[src/sv/tid_pkg.sv]
// Shared types, codes and helpers for the TIFF directory entry decoder.
// No dependencies; every other file imports this package.
package tid_pkg;

  localparam int unsigned DataW = 64;

  // Configuration register indexes
  localparam logic [7:0] REG_BIG_ENDIAN    = 8'd0;
  localparam logic [7:0] REG_BIG_TIFF      = 8'd1;
  localparam logic [7:0] REG_FILE_SIZE     = 8'd2;
  localparam logic [7:0] REG_MAX_TAG_COUNT = 8'd3;

  localparam logic [DataW-1:0] MaxTagCountReset = 64'd1048576;

  // Supported field type codes
  localparam logic [15:0] TYPE_BYTE  = 16'd1;
  localparam logic [15:0] TYPE_SHORT = 16'd3;
  localparam logic [15:0] TYPE_LONG  = 16'd4;
  localparam logic [15:0] TYPE_LONG8 = 16'd16;

  // Value area sizes in bytes
  localparam logic [3:0] AREA_CLASSIC = 4'd4;
  localparam logic [3:0] AREA_BIG     = 4'd8;

  typedef enum logic [2:0] {
    ST_INLINE      = 3'd0,
    ST_OUT_OF_LINE = 3'd1,
    ST_EMPTY       = 3'd2,
    ST_SKIPPED     = 3'd3,
    ST_OVERFLOW    = 3'd4,
    ST_OUT_OF_FILE = 3'd5,
    ST_COUNT_LIMIT = 3'd6
  } status_e;

  typedef struct packed {
    logic             big_endian;
    logic             big_tiff;
    logic [DataW-1:0] file_size;
    logic [DataW-1:0] max_tag_count;
  } cfg_t;

  // After header decode
  typedef struct packed {
    logic [15:0]      tag;
    logic [15:0]      type_code;
    logic [DataW-1:0] count;
    logic [DataW-1:0] area;    // value area bytes, first byte in bits 7:0
  } hdr_t;

  // After size and bounds arithmetic
  typedef struct packed {
    hdr_t             hdr;
    logic             supported;
    logic [1:0]       esize_log;
    logic             overflow;
    logic             fits;
    logic             cnt_over_max;
    logic             cnt_zero;
    logic             off_over_fs;
    logic [DataW-1:0] total;
    logic [DataW-1:0] offset;
    logic [DataW-1:0] room;
  } size_t;

  // Ready for the emitter
  typedef struct packed {
    hdr_t             hdr;
    logic [1:0]       esize_log;
    status_e          status;
    logic [3:0]       n_results;
    logic [DataW-1:0] data_offset;
    logic [DataW-1:0] data_bytes;
  } ent_t;

  // Read n bytes (1..8) from the start of raw in the given byte order.
  function automatic logic [DataW-1:0] read_bytes(input logic [DataW-1:0] raw,
                                                  input logic [3:0] n,
                                                  input logic be);
    logic [DataW-1:0] v;
    v = '0;
    for (int i = 0; i < 8; i++) begin
      if (4'(i) < n) begin
        if (be) begin
          v = {v[DataW-9:0], raw[8*i +: 8]};
        end else begin
          v[8*i +: 8] = raw[8*i +: 8];
        end
      end
    end
    return v;
  endfunction

endpackage

[src/sv/tid_hdr_decode.sv]
// Pipeline stage one: pull tag, type, count and value area out of a raw entry.
// Depends on tid_pkg.
module tid_hdr_decode import tid_pkg::*; (
  input  logic        clk_i,
  input  logic        rst_ni,
  input  cfg_t        cfg_i,
  input  logic        valid_i,
  output logic        stall_o,
  input  logic [63:0] entry_bytes_low_i,
  input  logic [63:0] entry_bytes_mid_i,
  input  logic [31:0] entry_bytes_high_i,
  output logic        valid_o,
  input  logic        stall_i,
  output hdr_t        hdr_o
);

  logic valid_q;
  hdr_t hdr_q, hdr_d;
  logic adv;

  assign adv     = !valid_q || !stall_i;
  assign stall_o = !adv;

  always_comb begin
    hdr_d.tag = 16'(read_bytes({48'd0, entry_bytes_low_i[15:0]}, 4'd2,
                               cfg_i.big_endian));
    hdr_d.type_code = 16'(read_bytes({48'd0, entry_bytes_low_i[31:16]}, 4'd2,
                                     cfg_i.big_endian));
    if (cfg_i.big_tiff) begin
      hdr_d.count = read_bytes({entry_bytes_mid_i[31:0], entry_bytes_low_i[63:32]},
                               4'd8, cfg_i.big_endian);
      hdr_d.area  = {entry_bytes_high_i, entry_bytes_mid_i[63:32]};
    end else begin
      hdr_d.count = read_bytes({32'd0, entry_bytes_low_i[63:32]}, 4'd4,
                               cfg_i.big_endian);
      hdr_d.area  = {32'd0, entry_bytes_mid_i[31:0]};
    end
  end

  always_ff @(posedge clk_i or negedge rst_ni) begin
    if (!rst_ni) begin
      valid_q <= 1'b0;
    end else if (adv) begin
      valid_q <= valid_i;
    end
  end

  always_ff @(posedge clk_i) begin
    if (adv && valid_i) begin
      hdr_q <= hdr_d;
    end
  end

  assign valid_o = valid_q;
  assign hdr_o   = hdr_q;

endmodule

[src/sv/tid_size_check.sv]
// Pipeline stage two: element size, byte total, overflow and bounds terms.
// Depends on tid_pkg.
module tid_size_check import tid_pkg::*; (
  input  logic  clk_i,
  input  logic  rst_ni,
  input  cfg_t  cfg_i,
  input  logic  valid_i,
  output logic  stall_o,
  input  hdr_t  hdr_i,
  output logic  valid_o,
  input  logic  stall_i,
  output size_t size_o
);

  logic  valid_q;
  size_t size_q, size_d;
  logic  adv;
  logic [3:0] area_size;

  assign adv     = !valid_q || !stall_i;
  assign stall_o = !adv;
  assign area_size = cfg_i.big_tiff ? AREA_BIG : AREA_CLASSIC;

  always_comb begin
    size_d.hdr       = hdr_i;
    size_d.supported = 1'b1;
    size_d.esize_log = 2'd0;
    size_d.overflow  = 1'b0;
    case (hdr_i.type_code)
      TYPE_BYTE:  size_d.esize_log = 2'd0;
      TYPE_SHORT: begin
        size_d.esize_log = 2'd1;
        size_d.overflow  = hdr_i.count[63];
      end
      TYPE_LONG: begin
        size_d.esize_log = 2'd2;
        size_d.overflow  = |hdr_i.count[63:62];
      end
      TYPE_LONG8: begin
        size_d.esize_log = 2'd3;
        size_d.overflow  = |hdr_i.count[63:61];
      end
      default: size_d.supported = 1'b0;
    endcase
    size_d.total        = hdr_i.count << size_d.esize_log;
    size_d.fits         = (size_d.total[63:4] == '0) && (size_d.total[3:0] <= area_size);
    size_d.cnt_over_max = hdr_i.count > cfg_i.max_tag_count;
    size_d.cnt_zero     = hdr_i.count == '0;
    size_d.offset       = read_bytes(hdr_i.area, area_size, cfg_i.big_endian);
    size_d.off_over_fs  = size_d.offset > cfg_i.file_size;
    size_d.room         = cfg_i.file_size - size_d.offset;
  end

  always_ff @(posedge clk_i or negedge rst_ni) begin
    if (!rst_ni) begin
      valid_q <= 1'b0;
    end else if (adv) begin
      valid_q <= valid_i;
    end
  end

  always_ff @(posedge clk_i) begin
    if (adv && valid_i) begin
      size_q <= size_d;
    end
  end

  assign valid_o = valid_q;
  assign size_o  = size_q;

endmodule

[src/sv/tid_classify.sv]
// Pipeline stage three: pick the status and the number of results per entry.
// Depends on tid_pkg.
module tid_classify import tid_pkg::*; (
  input  logic  clk_i,
  input  logic  rst_ni,
  input  logic  valid_i,
  output logic  stall_o,
  input  size_t size_i,
  output logic  valid_o,
  input  logic  stall_i,
  output ent_t  ent_o
);

  logic valid_q;
  ent_t ent_q, ent_d;
  logic adv;

  assign adv     = !valid_q || !stall_i;
  assign stall_o = !adv;

  always_comb begin
    ent_d.hdr         = size_i.hdr;
    ent_d.esize_log   = size_i.esize_log;
    ent_d.n_results   = 4'd1;
    ent_d.data_offset = '0;
    ent_d.data_bytes  = '0;
    if (!size_i.supported) begin
      ent_d.status = ST_SKIPPED;
    end else if (size_i.overflow) begin
      ent_d.status = ST_OVERFLOW;
    end else if (size_i.fits) begin
      if (size_i.cnt_over_max) begin
        ent_d.status = ST_COUNT_LIMIT;
      end else if (size_i.cnt_zero) begin
        ent_d.status = ST_EMPTY;
      end else begin
        // a fitting count is 1..8
        ent_d.status    = ST_INLINE;
        ent_d.n_results = size_i.hdr.count[3:0];
      end
    end else begin
      ent_d.data_offset = size_i.offset;
      ent_d.data_bytes  = size_i.total;
      if (size_i.off_over_fs || (size_i.total > size_i.room)) begin
        ent_d.status = ST_OUT_OF_FILE;
      end else if (size_i.cnt_over_max) begin
        ent_d.status = ST_COUNT_LIMIT;
      end else begin
        ent_d.status = ST_OUT_OF_LINE;
      end
    end
  end

  always_ff @(posedge clk_i or negedge rst_ni) begin
    if (!rst_ni) begin
      valid_q <= 1'b0;
    end else if (adv) begin
      valid_q <= valid_i;
    end
  end

  always_ff @(posedge clk_i) begin
    if (adv && valid_i) begin
      ent_q <= ent_d;
    end
  end

  assign valid_o = valid_q;
  assign ent_o   = ent_q;

endmodule

[src/sv/tid_emit.sv]
// Output stage: hold one classified entry; emit a result a cycle unless stalled.
// Depends on tid_pkg.
module tid_emit import tid_pkg::*; (
  input  logic        clk_i,
  input  logic        rst_ni,
  input  logic        big_endian_i,
  input  logic        valid_i,
  output logic        stall_o,
  input  ent_t        ent_i,
  output logic        out_valid_o,
  input  logic        out_stall_i,
  output logic [15:0] tag_number_o,
  output logic [15:0] type_code_o,
  output logic [63:0] element_count_o,
  output logic [2:0]  element_index_o,
  output logic [63:0] element_value_o,
  output logic [63:0] data_offset_o,
  output logic [63:0] data_bytes_o,
  output logic [2:0]  status_o,
  output logic        last_o
);

  logic       valid_q;
  ent_t       ent_q;
  logic [2:0] idx_q, idx_d;
  logic       is_last, take, load, is_inline;
  logic [2:0] byte_pos;
  logic [3:0] esize;

  assign is_last   = ({1'b0, idx_q} + 4'd1) == ent_q.n_results;
  assign take      = valid_q && !out_stall_i;
  assign load      = !valid_q || (take && is_last);
  assign stall_o   = !load;
  assign is_inline = ent_q.status == ST_INLINE;
  assign idx_d     = load ? 3'd0 : (take ? idx_q + 3'd1 : idx_q);

  always_ff @(posedge clk_i or negedge rst_ni) begin
    if (!rst_ni) begin
      valid_q <= 1'b0;
      idx_q   <= 3'd0;
    end else begin
      idx_q <= idx_d;
      if (load) begin
        valid_q <= valid_i;
      end
    end
  end

  always_ff @(posedge clk_i) begin
    if (load && valid_i) begin
      ent_q <= ent_i;
    end
  end

  // element i starts at byte i * size within the value area
  assign byte_pos = idx_q << ent_q.esize_log;
  assign esize    = 4'd1 << ent_q.esize_log;

  assign out_valid_o     = valid_q;
  assign tag_number_o    = ent_q.hdr.tag;
  assign type_code_o     = ent_q.hdr.type_code;
  assign element_count_o = ent_q.hdr.count;
  assign element_index_o = is_inline ? idx_q : 3'd0;
  assign element_value_o = is_inline ?
                           read_bytes(ent_q.hdr.area >> {byte_pos, 3'b000}, esize,
                                      big_endian_i) : 64'd0;
  assign data_offset_o   = ent_q.data_offset;
  assign data_bytes_o    = ent_q.data_bytes;
  assign status_o        = ent_q.status;
  assign last_o          = is_last;

  // anything but an inline value is a single result
  a_single_result: assert property (@(posedge clk_i) disable iff (!rst_ni)
    (out_valid_o && (status_o != ST_INLINE)) |-> (last_o && element_index_o == 3'd0))
    else $error("non-inline result not marked last");

  // inline results stay within the declared count
  a_index_in_count: assert property (@(posedge clk_i) disable iff (!rst_ni)
    (out_valid_o && (status_o == ST_INLINE)) |->
      ({61'd0, element_index_o} < element_count_o))
    else $error("inline index beyond element count");

  // a taken result that is not last is followed by the next element at once
  a_next_element: assert property (@(posedge clk_i) disable iff (!rst_ni)
    (out_valid_o && !out_stall_i && !last_o) |=>
      (out_valid_o && element_index_o == $past(element_index_o) + 3'd1))
    else $error("inline element sequence broken");

endmodule

[src/sv/tiff_ifd_entry_decoder.sv]
// Top level of the TIFF directory entry decoder: configuration registers and
// the four pipeline stages. Depends on tid_pkg and the tid_* stage modules.
//
// Usage
//   Input channel: one raw directory entry per request (entry_bytes_*_i),
//   accepted on a rising edge with in_valid_i high and in_stall_o low.
//   Output channel: one result per inline element, else one per request, on
//   out_valid_o / out_stall_i; last_o marks the final result of an entry.
//   Configuration: cfg_we_i with cfg_index_i and cfg_wdata_i writes one register
//   per edge (0 byte order, 1 BigTIFF layout, 2 file size, 3 count limit);
//   other indexes are dropped. Write only while the pipeline is empty.
// Pipeline
//   Decode, size/bounds arithmetic and classification take one register stage
//   each, and the output stage registers the entry before its first result
//   appears on out_valid_o.
//   The output stage emits one result per cycle while out_stall_i is low, so an
//   entry with k inline elements (1 to 8) yields k results and any other entry
//   one; entries may arrive back to back.
// Reset and stall
//   Reset empties every stage and loads the register defaults (little endian,
//   classic, file size 0, count limit 1048576).
//   While out_stall_i is high the current result holds; the stages behind it
//   fill up and then in_stall_o rises. Nothing is dropped or repeated.
module tiff_ifd_entry_decoder import tid_pkg::*; (
  input  logic        clk_i,
  input  logic        rst_ni,
  input  logic        cfg_we_i,
  input  logic [7:0]  cfg_index_i,
  input  logic [63:0] cfg_wdata_i,
  input  logic        in_valid_i,
  output logic        in_stall_o,
  input  logic [63:0] entry_bytes_low_i,
  input  logic [63:0] entry_bytes_mid_i,
  input  logic [31:0] entry_bytes_high_i,
  output logic        out_valid_o,
  input  logic        out_stall_i,
  output logic [15:0] tag_number_o,
  output logic [15:0] type_code_o,
  output logic [63:0] element_count_o,
  output logic [2:0]  element_index_o,
  output logic [63:0] element_value_o,
  output logic [63:0] data_offset_o,
  output logic [63:0] data_bytes_o,
  output logic [2:0]  status_o,
  output logic        last_o
);

  cfg_t cfg_q;

  logic  s1_valid, s1_stall;
  hdr_t  s1_hdr;
  logic  s2_valid, s2_stall;
  size_t s2_size;
  logic  s3_valid, s3_stall;
  ent_t  s3_ent;

  // Config regs: user keeps static while entries are in flight, not enforced
  always_ff @(posedge clk_i or negedge rst_ni) begin
    if (!rst_ni) begin
      cfg_q.big_endian    <= 1'b0;
      cfg_q.big_tiff      <= 1'b0;
      cfg_q.file_size     <= '0;
      cfg_q.max_tag_count <= MaxTagCountReset;
    end else if (cfg_we_i) begin
      case (cfg_index_i)
        REG_BIG_ENDIAN:    cfg_q.big_endian    <= cfg_wdata_i[0];
        REG_BIG_TIFF:      cfg_q.big_tiff      <= cfg_wdata_i[0];
        REG_FILE_SIZE:     cfg_q.file_size     <= cfg_wdata_i;
        REG_MAX_TAG_COUNT: cfg_q.max_tag_count <= cfg_wdata_i;
        default: ;
      endcase
    end
  end

  // Stage one: byte order and field extraction
  tid_hdr_decode u_hdr_decode (
    .clk_i              (clk_i),
    .rst_ni             (rst_ni),
    .cfg_i              (cfg_q),
    .valid_i            (in_valid_i),
    .stall_o            (in_stall_o),
    .entry_bytes_low_i  (entry_bytes_low_i),
    .entry_bytes_mid_i  (entry_bytes_mid_i),
    .entry_bytes_high_i (entry_bytes_high_i),
    .valid_o            (s1_valid),
    .stall_i            (s1_stall),
    .hdr_o              (s1_hdr)
  );

  // Stage two: element size, total bytes, bounds comparisons
  tid_size_check u_size_check (
    .clk_i   (clk_i),
    .rst_ni  (rst_ni),
    .cfg_i   (cfg_q),
    .valid_i (s1_valid),
    .stall_o (s1_stall),
    .hdr_i   (s1_hdr),
    .valid_o (s2_valid),
    .stall_i (s2_stall),
    .size_o  (s2_size)
  );

  // Stage three: status and result count
  tid_classify u_classify (
    .clk_i   (clk_i),
    .rst_ni  (rst_ni),
    .valid_i (s2_valid),
    .stall_o (s2_stall),
    .size_i  (s2_size),
    .valid_o (s3_valid),
    .stall_i (s3_stall),
    .ent_o   (s3_ent)
  );

  // Output stage: one result per cycle unless stalled; next entry on the last
  tid_emit u_emit (
    .clk_i           (clk_i),
    .rst_ni          (rst_ni),
    .big_endian_i    (cfg_q.big_endian),
    .valid_i         (s3_valid),
    .stall_o         (s3_stall),
    .ent_i           (s3_ent),
    .out_valid_o     (out_valid_o),
    .out_stall_i     (out_stall_i),
    .tag_number_o    (tag_number_o),
    .type_code_o     (type_code_o),
    .element_count_o (element_count_o),
    .element_index_o (element_index_o),
    .element_value_o (element_value_o),
    .data_offset_o   (data_offset_o),
    .data_bytes_o    (data_bytes_o),
    .status_o        (status_o),
    .last_o          (last_o)
  );

endmodule

[config.mk]
export PLATFORM = sky130hd
export DESIGN_NAME = tiff_ifd_entry_decoder
export DESIGN_NICKNAME = d
export VERILOG_FILES = /design/src/sv/tid_pkg.sv /design/src/sv/tid_hdr_decode.sv /design/src/sv/tid_size_check.sv /design/src/sv/tid_classify.sv /design/src/sv/tid_emit.sv /design/src/sv/tiff_ifd_entry_decoder.sv
export SDC_FILE = /design/constraint.sdc
export NUM_CORES = 2
export LEC_CHECK = 0
export ABC_AREA = 1
export BUFFER_PORTS_ARGS = -buffer_cell sky130_fd_sc_hd__buf_4
export CORE_ASPECT_RATIO = 1.2
export CORE_UTILIZATION = 59
export CTS_CLUSTER_SIZE = 40
export DETAILED_ROUTE_END_ITERATION = 6
export PLACE_DENSITY_LB_ADDON = 0.15
export SLEW_MARGIN = 15
export SYNTH_ARGS = -nofsm -noshare
export SYNTH_HDL_FRONTEND = slang
export SYNTH_SLANG_ARGS = --single-unit
[constraint.sdc]
create_clock -name clk_i -period 35.3 [get_ports clk_i]
set_input_delay 5.295 -clock clk_i [delete_from_list [all_inputs] [get_ports clk_i]]
set_output_delay 5.295 -clock clk_i [all_outputs]
set_load 0.05 [all_outputs]
==> impl_metrics.yaml <==
clocking:
  cts.repair.resized: 0
  root_buffer: "clkbuf_16"
  htreeDepth: 3
  cts_max_path_buffers: 3
  clock-sinks: 1251
  ctsHoldBuffers: 0
  cts.reportedPaths.clkPinSlew_ns: 0.07
  clk-insertion-delay-late_ns: 0.74
  cts_setup_buffers: 0
  cts_tree: "built"
  cts_buffers: 114
setup_path:
  slowest_stage: "nor2_1"
  cpMostUsedCell: "nand2_1"
  cp_cell_sequence: "buf_4, nand2_1, nand2_1, inv_1, nor2_1, nand2_1, nor2_1, buf_4"
  cp.required_ns: 30.00
  r2r_slack_ns: 28.95
  crit_buf_inv: 3
  cpPeakStageDelay_ns: 0.26
  cp_top_family: "simple AND/OR/NAND/NOR gates"
  criticalPathCategory: "in -> out"
  critPathArrivalTime_ns: 6.56
  crit_path_start_kind: "primary input"
  cp_max_fo: 4
  endpoint_kind: "output port"
yosys:
  synth_fp_nets: 6193
  synth_top_cell_by_area: "edfxtp_1"
  ys_top_cells_by_area: "edfxtp_1, nand2_1, dfrtp_1, inv_1, ha_1"
  synthCells: 5760
  syn_avg_cell_area_sq_um: 10.26
  synth_edf_count: 1114
  synth_seq_cells: 1251
  ys_warn_count: 0
  synth_cell_types: 55
  syn-cell-area_sq_um: 59120
  synth_top_area_share_pct: 56.58
  async_flop_share_pct: 10.95
  yosys_most_used_dff: "edfxtp_1"
  synth.yosys.seq_area_share_pct: 62.38
timing:
  min_period_ns: 11.86
  skew_ns: 0.07304
  setup_ws_ns: 23.44
  worst_pin_slew_ns: 1.352
  drv_slew: 0
  rsz0062_at_grt: "no"
  hold_viol: 0
  slew-limit-headroom_pct: 9.874
  setup_viol: 0
  post-route-period-util_pct: 33.59
  fmax_ghz: 0.08434
  finalSetupTns_ns: 0
power_and_ir_drop:
  finalPower_mw: 5.208
  power.leakage_nw: 28.50
  p_per_area_nw_per_um2: 78.46
  peakVddDrop_mv: 0.1061
routing:
  first_iter_violations: 5900
  antenna_left: 0
  avgViaCountPerCell: 5.907
  routed_wl_microns: 198100
  drt_pass1_iterations: 6
  drc_errors: 0
  vias: 43830
  wl_per_cell_microns: 26.70
floorplanning:
  initial_core_util_pct: 59.81
  fp.dieArea_sq_um: 101500
  row_count: 126
  die_h_microns: 348.8
  coreArea_sq_um: 98850
  die-width_microns: 291.0
  pin_count: 534
hold_path:
  hp-class: "reg -> reg"
global_route:
  grt_util_all_layers_pct: 38.85
  antenna_found_initial: 34
  grt_overflow_total: 0
  grt_pass1_vias: 40680
  grt_pass1_wl_microns: 280700
  grt_start_max_net_pins: 161
placement:
  dp_slack_ns: 23.52
  post-dp-hpwl_microns: 149400
  gp_congestion: 1.013
  io_buffers: 533
layout:
  nNetsFinal: 6456
  multi_input_area_sq_um: 16600
  nFillCells: 7394
  ff_latch_area_sq_um: 36890
  area_growth_pct: 12.28
  final_cell_mix: "nand2_1, edfxtp_1, inv_1"
  final_common_cell: "nand2_1"
  drive_gt1_share_pct: 12.93
run_status:
  outcome: "finished clean"
flow_run:
  maxCapViolCount: 0
-- power breakdown --
part / switching (mW) / total, mW / internal, mW
sequential: 0.285 / 2.55 / 2.27
combinational: 1.05 / 1.40 / 0.347
clock: 0.562 / 1.25 / 0.692
-- cell families (layout without fill, tap and decap cells) --
group | after synthesis | in the layout | share of synthesized area (%)
other cells | 0 | 16 | 0
buf+inv | 1253 | 1617 | 9.687
simple gates | 2192 | 2192 | 15.38
xor+xnor | 58 | 58 | 0.8592
flops | 1251 | 1251 | 62.38
fa+ha+maj | 196 | 196 | 4.161
compound gates | 810 | 810 | 7.530
-- worst paths after layout --
path / from / end / cells past startpoint
max: out_stall_i / in_stall_o / 8
min: u_classify.ent_o[140] / u_emit.ent_q[140] / 0
max reg2reg: cfg_q[129] / u_size_check.size_o[48] / 16
min reg2reg: u_classify.ent_o[140] / u_emit.ent_q[140] / 0
max in group asynchronous: rst_ni / cfg_q[128] / 2
min in group asynchronous: rst_ni / cfg_q[30] / 1
-- area by class of cell --
cell class / count / share of cell area [%]
inverters: 829 / 4.714
clock buffers: 146 / 4.494
well taps: 1280 / 2.413
clock inverters: 71 / 1.208
diodes: 16 / 0.06032
multi-input cells: 3256 / 25.00
repair buffers: 571 / 6.537
flip-flops and latches: 1251 / 55.57
-- worst register-to-register path: cells and delay by family (launching register included) --
family / cells / cell delay (ns)
AOI/OAI and AO/OA: 2 / 0.50
and+or+nand+nor: 7 / 1.91
adders and majority gates: 1 / 0.49
buffers and inverters: 5 / 1.97
xor gates and xnor gates: 1 / 0.39
DFF: 1 / 0.81
-- through the flow --
step	instance area, sq um	util [%]	cells	hold slack (ns)
after floorplan	59120	-	5760	0.4003
after global placement	62520	63.25	7186	0.4006
after detailed placement	62520	63.25	7186	0.4045
after CTS	66310	67.08	7403	0.3847
after global routing	66340	67.12	7405	0.4033
final	66380	67.16	7420	0.3877
-- registers in the layout (all words and copies together), names as in the netlist --
signal and flops:
cfg_q 130, u_classify.ent_o 297, u_classify.valid_o 1, u_emit.data_bytes_o 64
u_emit.data_offset_o 64, u_emit.element_count_o 64, u_emit.ent_q 70, u_emit.idx_q 3
u_emit.out_valid_o 1, u_emit.status_o 3, u_emit.tag_number_o 16, u_emit.type_code_o 16
u_hdr_decode.hdr_o 160, u_hdr_decode.valid_o 1, u_size_check.size_o 360, u_size_check.valid_o 1
-- synthesized netlist by cell type (all sizes together), types with 2 or more instances --
master   number
o21a         14
nand3b        8
nor3b         2
nor3         37
or4           7
a22oi         4
o221a         4
o211ai       21
and3          3
nor2        472
a211oi        9
dfrtp       136
a21boi        6
xnor2        10
o221ai        5
a21o         18
a21oi       255
o22ai        39
ha          195
o21ai       379
nor4         17
nand3       408
clkbuf      102
edfxtp     1114
xor2         48
or2          14
clkinv        2
o2111ai       3
a221oi        7
o21bai       14
inv         827
a31oi        29
buf         322
nand4        29
nand2      1189
and2          5
-- layer usage --
metal | global-route usage (%) | share of wire (%) | vias to the layer above
met2 | 58.62 | 44 | 2910
met4 | 19.67 | 5.7 | 32
met1 | 52.71 | 38 | 20770
met5 | 0 | 0.10 | -
met3 | 9.463 | 12 | 486
li1 | - | - | 19640
No activity file was read; power rests on OpenSTA's default activity.
